## src/rtl/lwm_pkg.sv

```systemverilog
// Shared types, constants and the case-fold function of the LIKE matcher.
`timescale 1ns / 1ps
`default_nettype none
package lwm_pkg;

  localparam int unsigned PatternMaxDef = 64;
  localparam int unsigned QueueDepthDef = 2;

  localparam logic [7:0] ChOne      = 8'h5F;  // '_'
  localparam logic [7:0] ChAny      = 8'h25;  // '%'
  localparam logic [7:0] ChUpperA   = 8'h41;
  localparam logic [7:0] ChUpperZ   = 8'h5A;
  localparam logic [7:0] CaseOffset = 8'h20;

  typedef enum logic {
    OP_PATTERN,
    OP_TEXT
  } op_e;

  typedef struct packed {
    op_e        op;
    logic [7:0] char_byte;
    logic       has_byte;
    logic       ends;
  } item_t;

  function automatic logic [7:0] fold_char(input logic [7:0] c, input logic ci);
    if (ci && (c >= ChUpperA) && (c <= ChUpperZ)) begin
      return c + CaseOffset;
    end
    return c;
  endfunction

endpackage
`default_nettype wire

```

## src/rtl/lwm_front.sv

```systemverilog
// Front end: accepts input words, classifies them and folds text bytes.
`timescale 1ns / 1ps
`default_nettype none
module lwm_front (
  input  wire logic          in_valid_i,
  output logic               in_stall_o,
  input  wire logic          req_type_i,
  input  wire logic [7:0]    char_byte_i,
  input  wire logic          is_last_i,
  input  wire logic          is_empty_i,
  input  wire logic          case_insensitive_i,
  input  wire logic          queue_full_i,
  output logic               push_o,
  output lwm_pkg::item_t     item_o
);
  import lwm_pkg::*;

  assign in_stall_o = queue_full_i;
  assign push_o     = in_valid_i && !queue_full_i;

  always_comb begin
    item_o.op       = req_type_i ? OP_TEXT : OP_PATTERN;
    item_o.has_byte = !is_empty_i;
    item_o.ends     = is_last_i || is_empty_i;
    // pattern bytes are kept raw, the fold mode may change before the text
    item_o.char_byte = req_type_i ? fold_char(char_byte_i, case_insensitive_i) : char_byte_i;
  end

endmodule
`default_nettype wire

```

## src/rtl/lwm_queue.sv

```systemverilog
// Small FIFO of classified words between front end and back end.
`timescale 1ns / 1ps
`default_nettype none
module lwm_queue #(
  parameter int unsigned DEPTH = lwm_pkg::QueueDepthDef
) (
  input  wire logic          clk_i,
  input  wire logic          rst_ni,
  input  wire logic          push_i,
  input  wire lwm_pkg::item_t item_i,
  output logic               full_o,
  output logic               valid_o,
  input  wire logic          pop_i,
  output lwm_pkg::item_t     item_o
);
  import lwm_pkg::*;

  localparam int unsigned PtrW = (DEPTH > 1) ? $clog2(DEPTH) : 1;
  localparam int unsigned CntW = $clog2(DEPTH + 1);

  item_t           mem_q [DEPTH];
  logic [PtrW-1:0] wr_ptr_q, wr_ptr_d, rd_ptr_q, rd_ptr_d;
  logic [CntW-1:0] cnt_q, cnt_d;
  logic            do_push, do_pop;

  assign full_o  = (cnt_q == CntW'(DEPTH));
  assign valid_o = (cnt_q != '0);
  assign item_o  = mem_q[rd_ptr_q];
  assign do_push = push_i && !full_o;
  assign do_pop  = pop_i && valid_o;

  always_comb begin
    wr_ptr_d = wr_ptr_q;
    rd_ptr_d = rd_ptr_q;
    cnt_d    = cnt_q;
    if (do_push) begin
      wr_ptr_d = (wr_ptr_q == PtrW'(DEPTH - 1)) ? '0 : wr_ptr_q + PtrW'(1);
    end
    if (do_pop) begin
      rd_ptr_d = (rd_ptr_q == PtrW'(DEPTH - 1)) ? '0 : rd_ptr_q + PtrW'(1);
    end
    if (do_push && !do_pop) begin
      cnt_d = cnt_q + CntW'(1);
    end else if (do_pop && !do_push) begin
      cnt_d = cnt_q - CntW'(1);
    end
  end

  always_ff @(posedge clk_i or negedge rst_ni) begin
    if (!rst_ni) begin
      wr_ptr_q <= '0;
      rd_ptr_q <= '0;
      cnt_q    <= '0;
    end else begin
      wr_ptr_q <= wr_ptr_d;
      rd_ptr_q <= rd_ptr_d;
      cnt_q    <= cnt_d;
    end
  end

  always_ff @(posedge clk_i) begin
    if (do_push) begin
      mem_q[wr_ptr_q] <= item_i;
    end
  end

endmodule
`default_nettype wire

```

## src/rtl/lwm_back.sv

```systemverilog
// Back end: pattern store, position-set tracker and result register.
`timescale 1ns / 1ps
`default_nettype none
module lwm_back #(
  parameter int unsigned PATTERN_MAX = lwm_pkg::PatternMaxDef
) (
  input  wire logic          clk_i,
  input  wire logic          rst_ni,
  input  wire logic          case_insensitive_i,
  input  wire logic          item_valid_i,
  input  wire lwm_pkg::item_t item_i,
  output logic               item_pop_o,
  output logic               out_valid_o,
  input  wire logic          out_stall_i,
  output logic               matched_o,
  output logic               pattern_overflow_o
);
  import lwm_pkg::*;

  localparam int unsigned LenW = $clog2(PATTERN_MAX + 1);
  localparam int unsigned IdxW = $clog2(PATTERN_MAX);
  localparam int unsigned VecW = PATTERN_MAX + 1;

  logic [7:0]      pat_q [PATTERN_MAX];
  logic [LenW-1:0] len_q, len_d, len_eff;
  logic            loading_q, loading_d;
  logic            ovf_q, ovf_d;
  logic            in_text_q, in_text_d;
  logic            lead_q, lead_d, lead_eff;
  logic [VecW-1:0] act_q, act_d;
  logic [VecW-1:0] start_q, start_d;   // closure of position zero
  logic            out_valid_q, out_valid_d;
  logic            matched_q, ovf_out_q;

  logic [VecW-1:0] any_v, adv_v, a_in, nxt, vp, carry, a_step;
  logic            produces, fire, wr_en;
  logic [IdxW-1:0] wr_addr;

  // per-position classification against the current text byte
  always_comb begin
    any_v = '0;
    adv_v = '0;
    for (int i = 0; i < PATTERN_MAX; i++) begin
      if (LenW'(i) < len_q) begin
        any_v[i] = (pat_q[i] == ChAny);
        adv_v[i] = (pat_q[i] != ChAny) &&
                   ((pat_q[i] == ChOne) ||
                    (fold_char(pat_q[i], case_insensitive_i) == item_i.char_byte));
      end
    end
  end

  // one step, then spread through runs of '%' with a carry chain
  assign a_in   = in_text_q ? act_q : start_q;
  assign nxt    = (a_in & any_v) | ((a_in & adv_v) << 1);
  assign vp     = nxt & any_v;
  assign carry  = (vp + any_v) ^ vp ^ any_v;
  assign a_step = item_i.has_byte ? (nxt | carry) : a_in;

  assign produces   = item_valid_i && (item_i.op == OP_TEXT) && item_i.ends;
  assign fire       = item_valid_i && (!produces || !out_valid_q || !out_stall_i);
  assign item_pop_o = fire;

  assign out_valid_d = (fire && produces) || (out_valid_q && out_stall_i);

  always_comb begin
    len_d     = len_q;
    loading_d = loading_q;
    ovf_d     = ovf_q;
    in_text_d = in_text_q;
    lead_d    = lead_q;
    act_d     = act_q;
    start_d   = start_q;
    wr_en     = 1'b0;
    len_eff   = loading_q ? len_q : '0;
    lead_eff  = loading_q ? lead_q : 1'b1;
    wr_addr   = len_eff[IdxW-1:0];
    if (fire) begin
      unique case (item_i.op)
        OP_PATTERN: begin
          in_text_d = 1'b0;
          len_d     = len_eff;
          lead_d    = lead_eff;
          if (!loading_q) begin
            ovf_d   = 1'b0;
            start_d = VecW'(1);
          end
          if (item_i.has_byte) begin
            if (len_eff < LenW'(PATTERN_MAX)) begin
              wr_en = 1'b1;
              len_d = len_eff + LenW'(1);
              if (lead_eff && (item_i.char_byte == ChAny)) begin
                start_d[len_d] = 1'b1;
              end else begin
                lead_d = 1'b0;
              end
            end else begin
              ovf_d = 1'b1;
            end
          end
          loading_d = !item_i.ends;
        end
        OP_TEXT: begin
          loading_d = 1'b0;
          in_text_d = !item_i.ends;
          act_d     = a_step;
        end
        default: begin
          loading_d = loading_q;
        end
      endcase
    end
  end

  always_ff @(posedge clk_i or negedge rst_ni) begin
    if (!rst_ni) begin
      len_q       <= '0;
      loading_q   <= 1'b0;
      ovf_q       <= 1'b0;
      in_text_q   <= 1'b0;
      lead_q      <= 1'b1;
      act_q       <= VecW'(1);
      start_q     <= VecW'(1);
      out_valid_q <= 1'b0;
    end else begin
      len_q       <= len_d;
      loading_q   <= loading_d;
      ovf_q       <= ovf_d;
      in_text_q   <= in_text_d;
      lead_q      <= lead_d;
      act_q       <= act_d;
      start_q     <= start_d;
      out_valid_q <= out_valid_d;
    end
  end

  always_ff @(posedge clk_i) begin
    if (wr_en) begin
      pat_q[wr_addr] <= item_i.char_byte;
    end
    if (fire && produces) begin
      matched_q <= a_step[len_q];
      ovf_out_q <= ovf_q;
    end
  end

  assign out_valid_o        = out_valid_q;
  assign matched_o          = matched_q;
  assign pattern_overflow_o = ovf_out_q;

endmodule
`default_nettype wire

```

## src/rtl/like_wildcard_matcher.sv

```systemverilog
// Top level of the SQL LIKE / ILIKE wildcard matcher.
//
//   channel  dir  handshake              payload
//   in       in   in_valid_i/in_stall_o  req_type_i, char_byte_i, is_last_i, is_empty_i
//   out      out  out_valid_o/out_stall_i matched_o, pattern_overflow_o
//   cfg      in   cfg_we_i               cfg_wdata_i (case_insensitive)
//
// One word per cycle sustained while the output is not stalled; the word that ends the text
// passes the queue register, then the output register, before its result leaves.
// The text step is one pass over the position vector: per-position compare plus one
// PATTERN_MAX+1 bit add that spreads matches through runs of '%'.
// Reset clears control state only; the pattern store needs no clearing pass.
// A stalled result holds the back end only on the next result word; the queue
// keeps taking words meanwhile until it fills.
`timescale 1ns / 1ps
`default_nettype none
module like_wildcard_matcher #(
  parameter int unsigned PATTERN_MAX = lwm_pkg::PatternMaxDef,
  parameter int unsigned QUEUE_DEPTH = lwm_pkg::QueueDepthDef
) (
  input  wire logic       clk_i,
  input  wire logic       rst_ni,
  input  wire logic       in_valid_i,
  output logic            in_stall_o,
  input  wire logic       req_type_i,
  input  wire logic [7:0] char_byte_i,
  input  wire logic       is_last_i,
  input  wire logic       is_empty_i,
  output logic            out_valid_o,
  input  wire logic       out_stall_i,
  output logic            matched_o,
  output logic            pattern_overflow_o,
  input  wire logic       cfg_we_i,
  input  wire logic       cfg_wdata_i
);
  import lwm_pkg::*;

  logic  case_insensitive_q;
  logic  push, queue_full, queue_valid, pop;
  item_t push_item, head_item;

  always_ff @(posedge clk_i or negedge rst_ni) begin
    if (!rst_ni) begin
      case_insensitive_q <= 1'b0;
    end else if (cfg_we_i) begin
      case_insensitive_q <= cfg_wdata_i;
    end
  end

  lwm_front u_front (
    .in_valid_i         (in_valid_i),
    .in_stall_o         (in_stall_o),
    .req_type_i         (req_type_i),
    .char_byte_i        (char_byte_i),
    .is_last_i          (is_last_i),
    .is_empty_i         (is_empty_i),
    .case_insensitive_i (case_insensitive_q),
    .queue_full_i       (queue_full),
    .push_o             (push),
    .item_o             (push_item)
  );

  lwm_queue #(
    .DEPTH (QUEUE_DEPTH)
  ) u_queue (
    .clk_i   (clk_i),
    .rst_ni  (rst_ni),
    .push_i  (push),
    .item_i  (push_item),
    .full_o  (queue_full),
    .valid_o (queue_valid),
    .pop_i   (pop),
    .item_o  (head_item)
  );

  lwm_back #(
    .PATTERN_MAX (PATTERN_MAX)
  ) u_back (
    .clk_i              (clk_i),
    .rst_ni             (rst_ni),
    .case_insensitive_i (case_insensitive_q),
    .item_valid_i       (queue_valid),
    .item_i             (head_item),
    .item_pop_o         (pop),
    .out_valid_o        (out_valid_o),
    .out_stall_i        (out_stall_i),
    .matched_o          (matched_o),
    .pattern_overflow_o (pattern_overflow_o)
  );

endmodule
`default_nettype wire

```

## config.mk

```make
export PLATFORM = sky130hd
export DESIGN_NAME = like_wildcard_matcher
export DESIGN_NICKNAME = d
export VERILOG_FILES = /design/src/rtl/lwm_pkg.sv /design/src/rtl/lwm_front.sv /design/src/rtl/lwm_queue.sv /design/src/rtl/lwm_back.sv /design/src/rtl/like_wildcard_matcher.sv
export SDC_FILE = /design/constraint.sdc
export NUM_CORES = 2
export LEC_CHECK = 0
export BUFFER_PORTS_ARGS = -buffer_cell sky130_fd_sc_hd__buf_2
export CELL_PAD_IN_SITES_DETAIL_PLACEMENT = 0
export CELL_PAD_IN_SITES_GLOBAL_PLACEMENT = 1
export CORE_AREA = 5 5 371 373
export CTS_BUF_LIST = sky130_fd_sc_hd__clkbuf_16
export CTS_CLUSTER_DIAMETER = 40
export CTS_CLUSTER_SIZE = 14
export DETAILED_ROUTE_END_ITERATION = 8
export DIE_AREA = 0 0 376 378
export PLACE_DENSITY_LB_ADDON = 0.1
export SETUP_SLACK_MARGIN = 0.1
export SLEW_MARGIN = 20
export SYNTH_ARGS = -nofsm -noshare
export SYNTH_HDL_FRONTEND = slang
export SYNTH_SLANG_ARGS = --single-unit
```

## constraint.sdc

```tcl
create_clock -name clk_i -period 5.4 [get_ports clk_i]
set_input_delay 0.54 -clock clk_i [delete_from_list [all_inputs] [get_ports clk_i]]
set_output_delay 0.54 -clock clk_i [all_outputs]
set_load 0.005 [all_outputs]
```

Word-level counts from Yosys, hierarchy flattened
Memories as Yosys holds them, arrays and structs flattened.
Cells that the tools add are included.
{"block": "word_totals", "reg_bits": 149, "latchBits": 0, "ram_bits": 534, "mem_bits_ro": 0, "input_bits": 17, "out_inout_bits": 4, "n_memories": 2}
{"memory": "u_back.pat_q", "words": 64, "word_bits": 8, "rd": 64, "rd_ports_with_merged_regs": 0, "write_ports": 1, "line": "lwm_back.sv:24", "source": "logic [7:0] pat_q [PATTERN_MAX];"}
{"memory": "u_queue.mem_q", "words": 2, "word_bits": 11, "rd": 1, "rd_ports_with_merged_regs": 0, "write_ports": 1, "line": "lwm_queue.sv:21", "source": "item_t mem_q [DEPTH];"}
{"block": "op_classes", "n_addsub": 71, "mul": 0, "div_mod_pow": 0, "magnitude_cmp": 198, "eq_ne": 258, "n_shift": 0, "mux": 489, "n_bitwise": 9, "n_reduce_logical": 286}
{"op": "$mux 8", "n": 195}
{"op": "$add 8x6->8 const B", "n": 65}
{"op": "$eq 8x6->1 const B", "n": 65}
{"op": "$ge 8x7->1 const B", "n": 65}
{"op": "$le 8x7->1 const B", "n": 65}
{"op": "$mux 65", "n": 8}
{"op": "$eq 8x7->1 const B", "n": 64}
{"op": "$eq 8x8->1", "n": 64}
{"op": "$ne 8x6->1 const B", "n": 64}
{"op": "$mux 1", "n": 277}
{"op": "$lt 6x7->1 const A", "n": 32}
{"op": "$logic_and 1x1->1", "n": 206}
{"op": "$or 65x65->65", "n": 3}
{"op": "$and 65x64->65", "n": 2}
{"op": "$lt 5x7->1 const A", "n": 16}
{"op": "$logic_or 1x1->1", "n": 68}
{"op": "$add 65x64->65", "n": 1}
{"op": "$xor 65x64->65", "n": 1}
{"op": "$xor 65x65->65", "n": 1}
{"op": "$and 64x64->64", "n": 1}
{"op": "$lt 4x7->1 const A", "n": 8}
{"op": "$lt 3x7->1 const A", "n": 4}
{"op": "$mux 7", "n": 3}
{"op": "$lt 7x8->1 const B", "n": 2}
{"op": "other kinds (17)", "n": 31}

Depth between registers and ports, before layout
An unclocked memory read counts as a cell.
{"block": "depth", "ltp_word": 22, "depth_mapped": 24, "ltp_nobuf": 20}

Cells and area by module
Synthesis repeated with hierarchy kept, for this count alone.
{"block": "unflattened", "hier_cells": 4817, "area_unflattened_um2": 46590.9}
{"mod": "lwm_back", "instances": 1, "cells_per_inst": 4741, "area_each_um2": 45351.0, "seq_area_each_um2": 18992.0}
{"mod": "lwm_queue", "instances": 1, "cells_per_inst": 53, "area_each_um2": 1039.7, "seq_area_each_um2": 760.7}
{"mod": "lwm_front", "instances": 1, "cells_per_inst": 21, "area_each_um2": 160.2, "seq_area_each_um2": 0.0}
{"mod": "like_wildcard_matcher", "instances": 1, "cells_per_inst": 2, "area_each_um2": 40.0, "seq_area_each_um2": 25.0}

Worst setup path after synthesis
No wires, ideal clock.
{"block": "synth_path", "path_type": "reg2reg", "from": "register u_queue.rd_ptr_q", "to": "register u_back.matched_q (netlist: u_back.matched_o), data pin", "setup_ns": 0.157, "arrival_ns": 4.726, "t_required_ns": 5.243, "path_slack_ns": 0.518, "stages_incl_launch_ff": 23, "synth_period_minus_slack_ns": 4.882, "path_cell_list": "dfrtp_1 buf_6 mux2i_1 inv_2 buf_6 buf_2 buf_2 buf_2 xnor2_1 or3b_2 a2111oi_0 a21oi_1 nor4b_1 a21oi_1 o21ai_0 nand2_1 nand3_1 a21oi_1 o22a_1 a22oi_1 nand2_1 a311o_1 a32oi_1"}
{"item": "start, declared", "line": "lwm_queue.sv:22", "source": "logic [PtrW-1:0] wr_ptr_q, wr_ptr_d, rd_ptr_q, rd_ptr_d;"}
{"item": "start signal, assigned", "line": "lwm_queue.sv:56", "source": "rd_ptr_q <= rd_ptr_d;"}
{"item": "end signal, assigned", "line": "lwm_back.sv:142", "source": "matched_q <= a_step[len_q];"}
{"item": "end, declared", "line": "lwm_back.sv:33", "source": "logic matched_q, ovf_out_q;"}

Worst setup path after layout
{"block": "layout_path", "from": "register u_queue.rd_ptr_q", "to": "register u_back.matched_q (netlist: u_back.matched_o), data pin"}
{"block": "layout_between", "elab_chain_len": 15, "elab_cells_between_ends": 267}
{"item": "$mem_v2 2x11 (*)"}
{"item": "$eq 8x8->1", "line": "lwm_back.sv:48", "source": "(fold_char(pat_q[i], case_insensitive_i) == item_i.char_byte));"}
{"item": "$logic_or 1x1->1", "line": "lwm_back.sv:47", "source": "((pat_q[i] == ChOne) ||"}
{"item": "$logic_and 1x1->1", "line": "lwm_back.sv:46", "source": "adv_v[i] = (pat_q[i] != ChAny) &&"}
{"item": "$mux 1", "line": "lwm_back.sv:44", "source": "if (LenW'(i) < len_q) begin"}
{"item": "$and 64x64->64", "line": "lwm_back.sv:55", "source": "assign nxt = (a_in & any_v) | ((a_in & adv_v) << 1);"}
{"item": "$or 65x65->65", "line": "lwm_back.sv:55"}
{"item": "$and 65x64->65", "line": "lwm_back.sv:56", "source": "assign vp = nxt & any_v;"}
{"item": "$add 65x64->65", "line": "lwm_back.sv:57", "source": "assign carry = (vp + any_v) ^ vp ^ any_v;"}
{"item": "$xor 65x65->65", "line": "lwm_back.sv:57"}
{"item": "$xor 65x64->65", "line": "lwm_back.sv:57"}
{"item": "$or 65x65->65", "line": "lwm_back.sv:58", "source": "assign a_step = item_i.has_byte ? (nxt | carry) : a_in;"}
{"item": "$mux 65 (*)", "line": "lwm_back.sv:58"}
{"item": "$bmux 1 s7 (*)", "line": "lwm_back.sv:142"}
{"item": "$mux 1 (implied by the code) (*)", "line": "lwm_back.sv:142"}
Mark *: on every way between the ends. The rest lies on a longest branch, timed or not. The select of a mux whose other input is x is not followed.
A chain may end at the register's enable or synchronous reset.

==> qor.yml <==
worstHoldPathCells: 1
grt_max_degree: 76
power.density_mw_per_mm2: 399
core_mm2: 0.134
drtAntennaViolNets: 0
synth_edf_count: 536
drt_iter0_drc: 3860
wl_met2_um: 87300
yosys-top-cells-count: "536 x edfxtp_1, 474 x xnor2_1, 426 x nor2_1, 424 x nand2_1, 215 x nor3_1"
slowest_delay_ps: 440
skew_ps: 31.5
die_area_mm2: 0.142
core.rowCount: 135
reg2reg_slack_ps: 70
fin_crit_ps: 5330
final-hold-violation-count: 0
met3_length_um: 15400
required_ps: 6000
synth_nets: 4917
synth_seq_area_share_pct: 42.5
place_congestion: 0.963
grt-ovfl-total: 0
wl_met1_um: 95000
min-delay-start: "char_byte_i[3]"
die_h_um: 378
yosysWarnings: 0
worstMarginPinSlew_ps: 1200
cts_num_sinks: 683
crit_top_cell: "buf_4"
netlist_area_mm2: 0.0466
portBuffers: 20
rsz0062_at_grt: "true"
fmax_ghz: 0.187
synth_top_area_share_pct: 34.6
timing.rr.start: "u_queue.rd_ptr_q"
htreeDepth: 4
synthCells: 4831
yosysTopAreaCell: "edfxtp_1"
antenna_found_initial: 7
drtPass1Iterations: 5
setup_viol: 0
maxCapViolations: 0
worstSetupPathType: "reg2reg"
area_growth_pct: 30.4
hpwl_um: 156000
wl_um: 206000
clkLatencyLatePin_ps: 770
min_to: "u_queue.mem_q[1][5]"
slew_viol_final: 0
rr_worst_depth: 21
path_cells: "buf_12 > buf_4 > mux2i_4 > buf_12 > bufbuf_16 > o221a_1 > mux2i_1 > o21ai_2 > nor4b_1 > buf_4 > buf_4 > and3b_1 > nand3_1 > o31a_4 > o311ai_4 > a211o_1 > o221ai_2 > or4_1 > nand3_1 > a311oi_2 > a32oi_1"
avgSynthCellArea_um2: 9.64
setup-tns-final_ps: 0
cp-start-kind: "register"
hold_path_class: "in2reg"
numCtsBuffers: 135
clockBufferDepth: 3
cts.clk_slew.worst_paths_ps: 50
track_usage_pct: 28.2
ys_seq_elements: 683
total_power_mw: 24.2
drc: 0
async_reset_ff_share_pct: 21.5
io_pins: 21
crit_slowest_cell: "o31a_4"
min_period_over_period_pct: 98.8
grt_first_pass_wirelength_um: 293000
fin_hold_ws_ps: 53.6
cp_max_fo: 12
drive_above_1_share_pct: 24.2
worstPathArrival_ps: 5930
nets: 5773
end_kind: "register"
vdd_drop_max_uv: 327
r2r_end: "u_back.matched_o"
first_global_vias: 41471
synth_area_leaders: "edfxtp_1 35%, xnor2_1 8.9%, dfrtp_1 7.7%"
synth.distinct_cells: 120
yosysMostFrequentCell: "edfxtp_1"
die_w_um: 376
slew_headroom_pct: 19.8
cts_tree: "done"
viasPerCell: 5.72
top_layer_used: "met5"
num_vias: 43402
outcome: "finished, final reports clean"
cts_root_buf: "clkbuf_16"
power_leakage_nw: 21.8
synth_ff_type: "edfxtp_1"
start_util_pct: 34.7
wl_per_cell_um: 27.2
## metrics by stage
step	setup WS (ps)	area [um^2]	util, %	cells
5_1_grt	-88.3	60700	45.2	7579
3_5_place_dp	-538	54800	40.8	7297
4_1_cts	105	60300	44.9	7575
6_report	65.0	60700	45.2	7586
2_1_floorplan	518	46600	-	4831
3_3_place_gp	-495	54800	40.8	7297
## cell families (layout without fill, tap and decap cells)
logic type | count (synthesis) | count (layout) | share of synthesized area, %
simple gates | 2071 | 2071 | 23.4
flops | 683 | 683 | 42.5
buf+inv | 269 | 1236 | 2.79
other cells | 0 | 7 | 0
xor+xnor | 554 | 554 | 10.5
fa+ha+maj | 69 | 69 | 1.85
compound gates | 1060 | 1060 | 15.9
mux | 125 | 125 | 3.06
## placed cells by master (no fill, tap or decap), types with 110 or more instances in the layout
cell type	count
clkbuf_16	142
nand4_1	110
dfrtp_1	138
nand3_1	190
buf_4	804
nand2_1	421
a21oi_1	197
xnor2_1	467
edfxtp_1	536
nor2_1	419
o21ai_0	195
nor3_1	199
## flip-flops by register name, summed over array words and instances (netlist names)
register and flops:
u_back.out_valid_o 1, u_queue.rd_ptr_q 1, u_back.pat_q 512, u_queue.mem_q 22
u_back.matched_o 1, u_back.in_text_q 1, u_back.start_q 65, u_back.pattern_overflow_o 1
u_back.act_q 65, case_insensitive_q 1, u_back.lead_q 1, u_back.ovf_q 1
u_back.len_q 7, u_queue.wr_ptr_q 1, u_queue.cnt_q 2, u_back.loading_q 1
## metal layers
| metal | track usage (%) | up-vias |
|---|---|---|
| met5 | 0.137 | - |
| met4 | 11.0 | 6 |
| met3 | 6.43 | 362 |
| met2 | 41.9 | 1439 |
| met1 | 39.9 | 21429 |
| li1 | - | 20166 |
## critical path: cells and delay by family (launching register included)
kind	cells	cell delay, ps
AO/OA/AOI/OAI	8	1750
AND/OR/NAND/NOR	5	1420
buffers and inverters	6	1090
multiplexers	2	450
flip-flops	1	430
## power by group
part | internal, mW | total [mW] | switching [mW]
Clock | 5.59 | 8.58 | 2.98
Sequential | 6.46 | 6.63 | 0.172
Combinational | 3.35 | 9.00 | 5.65
## repair_timing
action / CTS / global route
gates resized for setup: 108 / 71
setup endpoints to repair: 4 / 3
hold buffers: 3 / 0
cloned: 3 / 0
pin swaps: 34 / 23
setup buffers: 24 / 4
endpoints found under the hold margin: 76 / 0
## cell type report
class | count | area (um^2)
antenna | 7 | 17.5
clock buffer | 142 | 3550
clock inverter | 106 | 1100
fill | 12962 | 73600
inverter | 101 | 405
multi-input combinational | 3879 | 26400
sequential | 683 | 19800
tap | 1781 | 2230
timing repair buffer | 887 | 7270
## worst max-delay path by stage
stage                                   to  cells after the start                start
after detailed placement  u_back.matched_o                     21      u_back.len_q[3]
after global placement    u_back.matched_o                     21      u_back.len_q[3]
after global routing      u_back.matched_o                     23  u_back.pat_q[25][1]
final                     u_back.matched_o                     21     u_queue.rd_ptr_q
after CTS                 u_back.matched_o                     22     u_queue.rd_ptr_q
after floorplan           u_back.matched_o                     22     u_queue.rd_ptr_q
(Power assumes the default switching activity.)
